## config.mk

```make
export PLATFORM = sky130hd
export DESIGN_NAME = mcsh_sqrt
export DESIGN_NICKNAME = d
export VERILOG_FILES = /design/src/hdl/mcsh_sqrt.sv
export SDC_FILE = /design/constraint.sdc
export NUM_CORES = 2
export LEC_CHECK = 0
export BUFFER_PORTS_ARGS = -buffer_cell sky130_fd_sc_hd__clkbuf_2
export CORE_AREA = 2 2 441 443
export CTS_CLUSTER_DIAMETER = 60
export DETAILED_ROUTE_END_ITERATION = 10
export DIE_AREA = 0 0 443 445
export GPL_TIMING_DRIVEN = 0
export HOLD_SLACK_MARGIN = 0.02
export PLACE_DENSITY = 0.55
export SLEW_MARGIN = 0
export SYNTH_ARGS = -nofsm -noshare
export SYNTH_HDL_FRONTEND = slang
export SYNTH_SLANG_ARGS = --single-unit
```

## constraint.sdc

```tcl
create_clock -name clk -period 4.3 [get_ports clk]
set_clock_uncertainty 0.15 [all_clocks]
set_input_delay 0.215 -clock clk [delete_from_list [all_inputs] [get_ports clk]]
set_output_delay 0.215 -clock clk [all_outputs]
set_load 0.05 [all_outputs]
```

## src/hdl/mcsh_sqrt.sv

```systemverilog
// Pipelined integer square root, one root bit per stage.
module mcsh_sqrt #(
  parameter int XW = 44
) (
  input  logic            clk,
  input  logic            rst,
  input  logic            en,
  input  logic            in_valid,
  input  logic [XW-1:0]   radicand,
  output logic            out_valid,
  output logic [XW/2-1:0] root
);

  localparam int SQ = XW / 2;
  localparam int RW = SQ + 2;

  logic [RW-1:0] rem  [SQ];
  logic [XW-1:0] xr   [SQ];
  logic [SQ-1:0] rt   [SQ+1];
  logic [SQ:0]   vld;

  logic [RW+1:0] rr       [SQ];
  logic [RW+1:0] trial    [SQ];
  logic [RW+1:0] diff     [SQ];
  logic          ge       [SQ];
  logic [RW-1:0] rem_next [SQ];

  always_comb begin
    for (int k = 0; k < SQ; k++) begin
      rr[k]       = {rem[k], xr[k][XW-1:XW-2]};
      trial[k]    = {2'b00, rt[k], 2'b01};
      diff[k]     = rr[k] - trial[k];
      ge[k]       = rr[k] >= trial[k];
      rem_next[k] = ge[k] ? diff[k][RW-1:0] : rr[k][RW-1:0];
    end
  end

  always_ff @(posedge clk) begin
    if (rst) begin
      vld <= '0;
    end else if (en) begin
      vld <= {vld[SQ-1:0], in_valid};
    end
  end

  always_ff @(posedge clk) begin
    if (en) begin
      rem[0] <= '0;
      xr[0]  <= radicand;
      rt[0]  <= '0;
      for (int k = 0; k < SQ; k++) begin
        rt[k+1] <= {rt[k][SQ-2:0], ge[k]};
      end
      for (int k = 0; k < SQ - 1; k++) begin
        rem[k+1] <= rem_next[k];
        xr[k+1]  <= {xr[k][XW-3:0], 2'b00};
      end
    end
  end

  assign out_valid = vld[SQ];
  assign root      = rt[SQ];

endmodule

```

==> out/results.txt <==
F_max: 242 MHz
Mapped Area: 57,500 um^2
Yosys top cell area share: 64.4%
Largest net degree at the start of global routing: 127
Max-Cap Viols: 0
WP data arrival: 4.49 ns
I/O Pins: 71
Die extent in x: 443 um
CP endpoint kind: flip-flop
# DRC: 0
Max Transition Viols Final: 0
Slew HR: 23.2%
Final Hold Viols: 0
Vias in the first global route: 33,100
Setup TNS: 0 ns
Internal power: 0.0246 W
Avg WL per Cell: 13.8 um
Worst slack, placed: -0.567 ns
First-pass GRT wire length: 164,000 um
First DRT Iteration DRCs: 1,815
Antenna violations before repair: 2
H-tree lvl count: 4
Post-Layout Cell Count: 7,342
Post-route ant nets: 0
Nets@finish: 5,017
Reg power frac: 47.8%
Mapped Cells: 4,368
Layout Utilization: 35.0%
Synthesized area per cell: 13.2 um^2
Tcrit/Tclk final: 96.2%
Final WL: 101,000 um
Met2 Use GR: 17.5%
Vias after detailed routing: 33,300
Total gr overflow: 0
Final setup viols: 0
Switching share of total power: 25.8%
1st-pass router iterations: 7
EDFF count, synth: 1,233
Outcome: complete, no violations
Synth area leaders: edfxtp_1 (64%), ha_1 (6.0%), xnor2_1 (3.0%)
Die height: 445 um
Worst endpoint required time: 4.65 ns
CORE AREA: 192,000 um^2
Final min period: 4.14 ns
Clock tree from TritonCTS: done
Synthesized Nets: 4,692
Power per cell area: 494 nW/um^2
Setup crit start kind: flip-flop
Worst-path clk slew: 0.05 ns
M1 GR Usage: 11.7%
Starting Density: 29.9%
TritonCTS Sinks: 1,256
Gate power share: 15.2%
Synth area leader: edfxtp_1
Setup WS post-layout: 0.164 ns
Met3 GRT Util: 2.16%
Asr flop ratio synth: 0%
Layer with the highest usage: met2
Final Wtd Congestion: 0.933
Area Growth Syn to Fin: 16.8%
I/O Buffers: 70
Clock power share: 37.0%
Switch Pwr: 0.00855 W
Number of CTS-inserted buffers: 150
Die ar.: 197,000 um^2
Placed cell count: 6,975
Netlist cell types: 90
Worst-path fanout max: 10
HPWL Detailed: 69,800 um
CTS root buffer: clkbuf_16
Seq/Total Area, Yosys: 65.2%
Peak VDD IR: 0.324 mV
RSZ-0062 raised after global routing: false
Most frequently used flop master after synthesis: edfxtp_1
Fillers: 18,500
Tightest Pin Transition: 1.12 ns
CP Class: flip-flop to flip-flop
P_leak: 25.2 nW
Number of synthesized register bits: 1,256
Yosys warns: 0
Total GRT Usage: 10.1%
Share of cells above drive strength 1: 8.76%
Clock Tree Buf Depth: 3
Clk Latency, worst-skew pair: 0.77 ns
Hold Path Class: input pin to flip-flop
Std-Cell Rows: 161
Vias/cell: 4.54
layout by cell type (no fill, tap or decap), types with 35 or more instances in the layout:
master,instances
edfxtp_1,1233
inv_1,341
nor2_1,312
a21oi_1,281
ha_1,276
nand2_1,268
o21ai_0,213
xnor2_1,195
xor2_1,178
clkbuf_16,151
nor3_1,109
clkbuf_1,99
dlygate4sd3_1,92
nand3_1,72
clkbuf_2,69
a21o_1,66
nand2b_1,58
o21a_1,52
mux2_2,47
nor2b_1,45
nor4_1,41
nand4_1,37
or3_1,35
Yosys cell counts (all sizes together) (11+ instances only):
master / count
edfxtp: 1233
inv: 342
nor2: 313
a21oi: 281
ha: 276
nand2: 268
o21ai: 213
xnor2: 195
xor2: 178
nor3: 112
nand3: 74
a21o: 66
clkbuf: 65
nand2b: 58
o21a: 52
mux2: 47
nor4: 46
nor2b: 45
buf: 42
nand4: 37
or3: 36
mux2i: 34
o31ai: 30
a211oi: 26
and3: 23
dfxtp: 23
nand3b: 20
or4: 20
a31oi: 19
o41ai: 17
o21bai: 16
or2: 16
and2: 13
o31a: 12
o211ai: 11
cell type report:
type | count | area (um^2) | share of cell area [%]
antenna | 1 | 2.50 | 0.00373
tap | 2526 | 3160 | 4.71
multi-input combinational | 2663 | 18300 | 27.2
timing repair buffer | 173 | 1580 | 2.36
clock buffer | 185 | 3910 | 5.82
clock inverter | 89 | 925 | 1.38
inverter | 342 | 1280 | 1.91
sequential | 1256 | 37500 | 55.9
buffer | 107 | 495 | 0.738
path summary, 6_finish.rpt:
path,startpoint,endpoint,slack (ns),depth (start not counted)
max reg2reg,rem[2][59],rem[2][92],0.16,11
min,in_valid,vld[0],0.13,4
max,rem[2][59],rem[2][92],0.16,11
min reg2reg,xr[3][33],xr[3][79],0.25,0
through the flow:
stage,total power [W],cell area (um^2),hold slack (ns)
floorplan,0.0196,57500,0.137
global route,0.0349,67100,0.120
detailed placement,0.0210,61300,0.244
CTS,0.0336,67000,0.0331
global placement,0.0215,61000,0.242
finish,0.0331,67100,0.126
kinds of logic (layout without fill, tap and decap cells):
| family | count (synthesis) | in the layout | synth area share, % |
|---|---|---|---|
| AOI/OAI and AO/OA | 808 | 808 | 8.75 |
| xor gates and xnor gates | 373 | 373 | 5.69 |
| adders and majority gates | 276 | 276 | 6.01 |
| buffers and inverters | 449 | 896 | 3.10 |
| DFF | 1256 | 1256 | 65.2 |
| muxes | 81 | 81 | 1.51 |
| other | 1 | 2 | 0.00653 |
| and+or+nand+nor | 1124 | 1124 | 9.70 |
flip-flops by register name (all words and copies together) (netlist names):
signal	cells
rem	474
rt	253
xr	506
vld	23
critical path, cell delays in order, from the launching register on:
cell	delay (ns)
edfxtp_1	0.40
ha_1	0.29
clkbuf_1	0.30
nand4_1	0.28
nor4_2	0.65
a21o_1	0.22
nor2b_1	0.07
nand3_1	0.19
clkbuf_1	0.57
buf_2	0.40
nand3_1	0.16
xnor2_1	0.17
layer usage:
layer	share of wire [%]	wire length, um
met5	0	0
met4	4.1	4140
met3	3.9	3900
met2	49	49700
met1	43	43400
power groups by stage:
stage / combinational [W] / sequential [W] / clock (W)
2_1_floorplan: 0.00373 / 0.0158 / 0
4_1_cts: 0.00502 / 0.0158 / 0.0127
5_1_grt: 0.00567 / 0.0160 / 0.0132
3_5_place_dp: 0.00493 / 0.0161 / 0
3_3_place_gp: 0.00484 / 0.0167 / 0
6_report: 0.00503 / 0.0158 / 0.0122
timing repair:
action / 4_1_cts / 5_1_grt
endpoints found under the hold margin: 108 / 0
buffers inserted: 0 / 0
setup endpoints to repair: 21 / 43
hold buffers: 92 / 0
resized for setup: 2 / 6
Power figures use the tool's default switching activity.
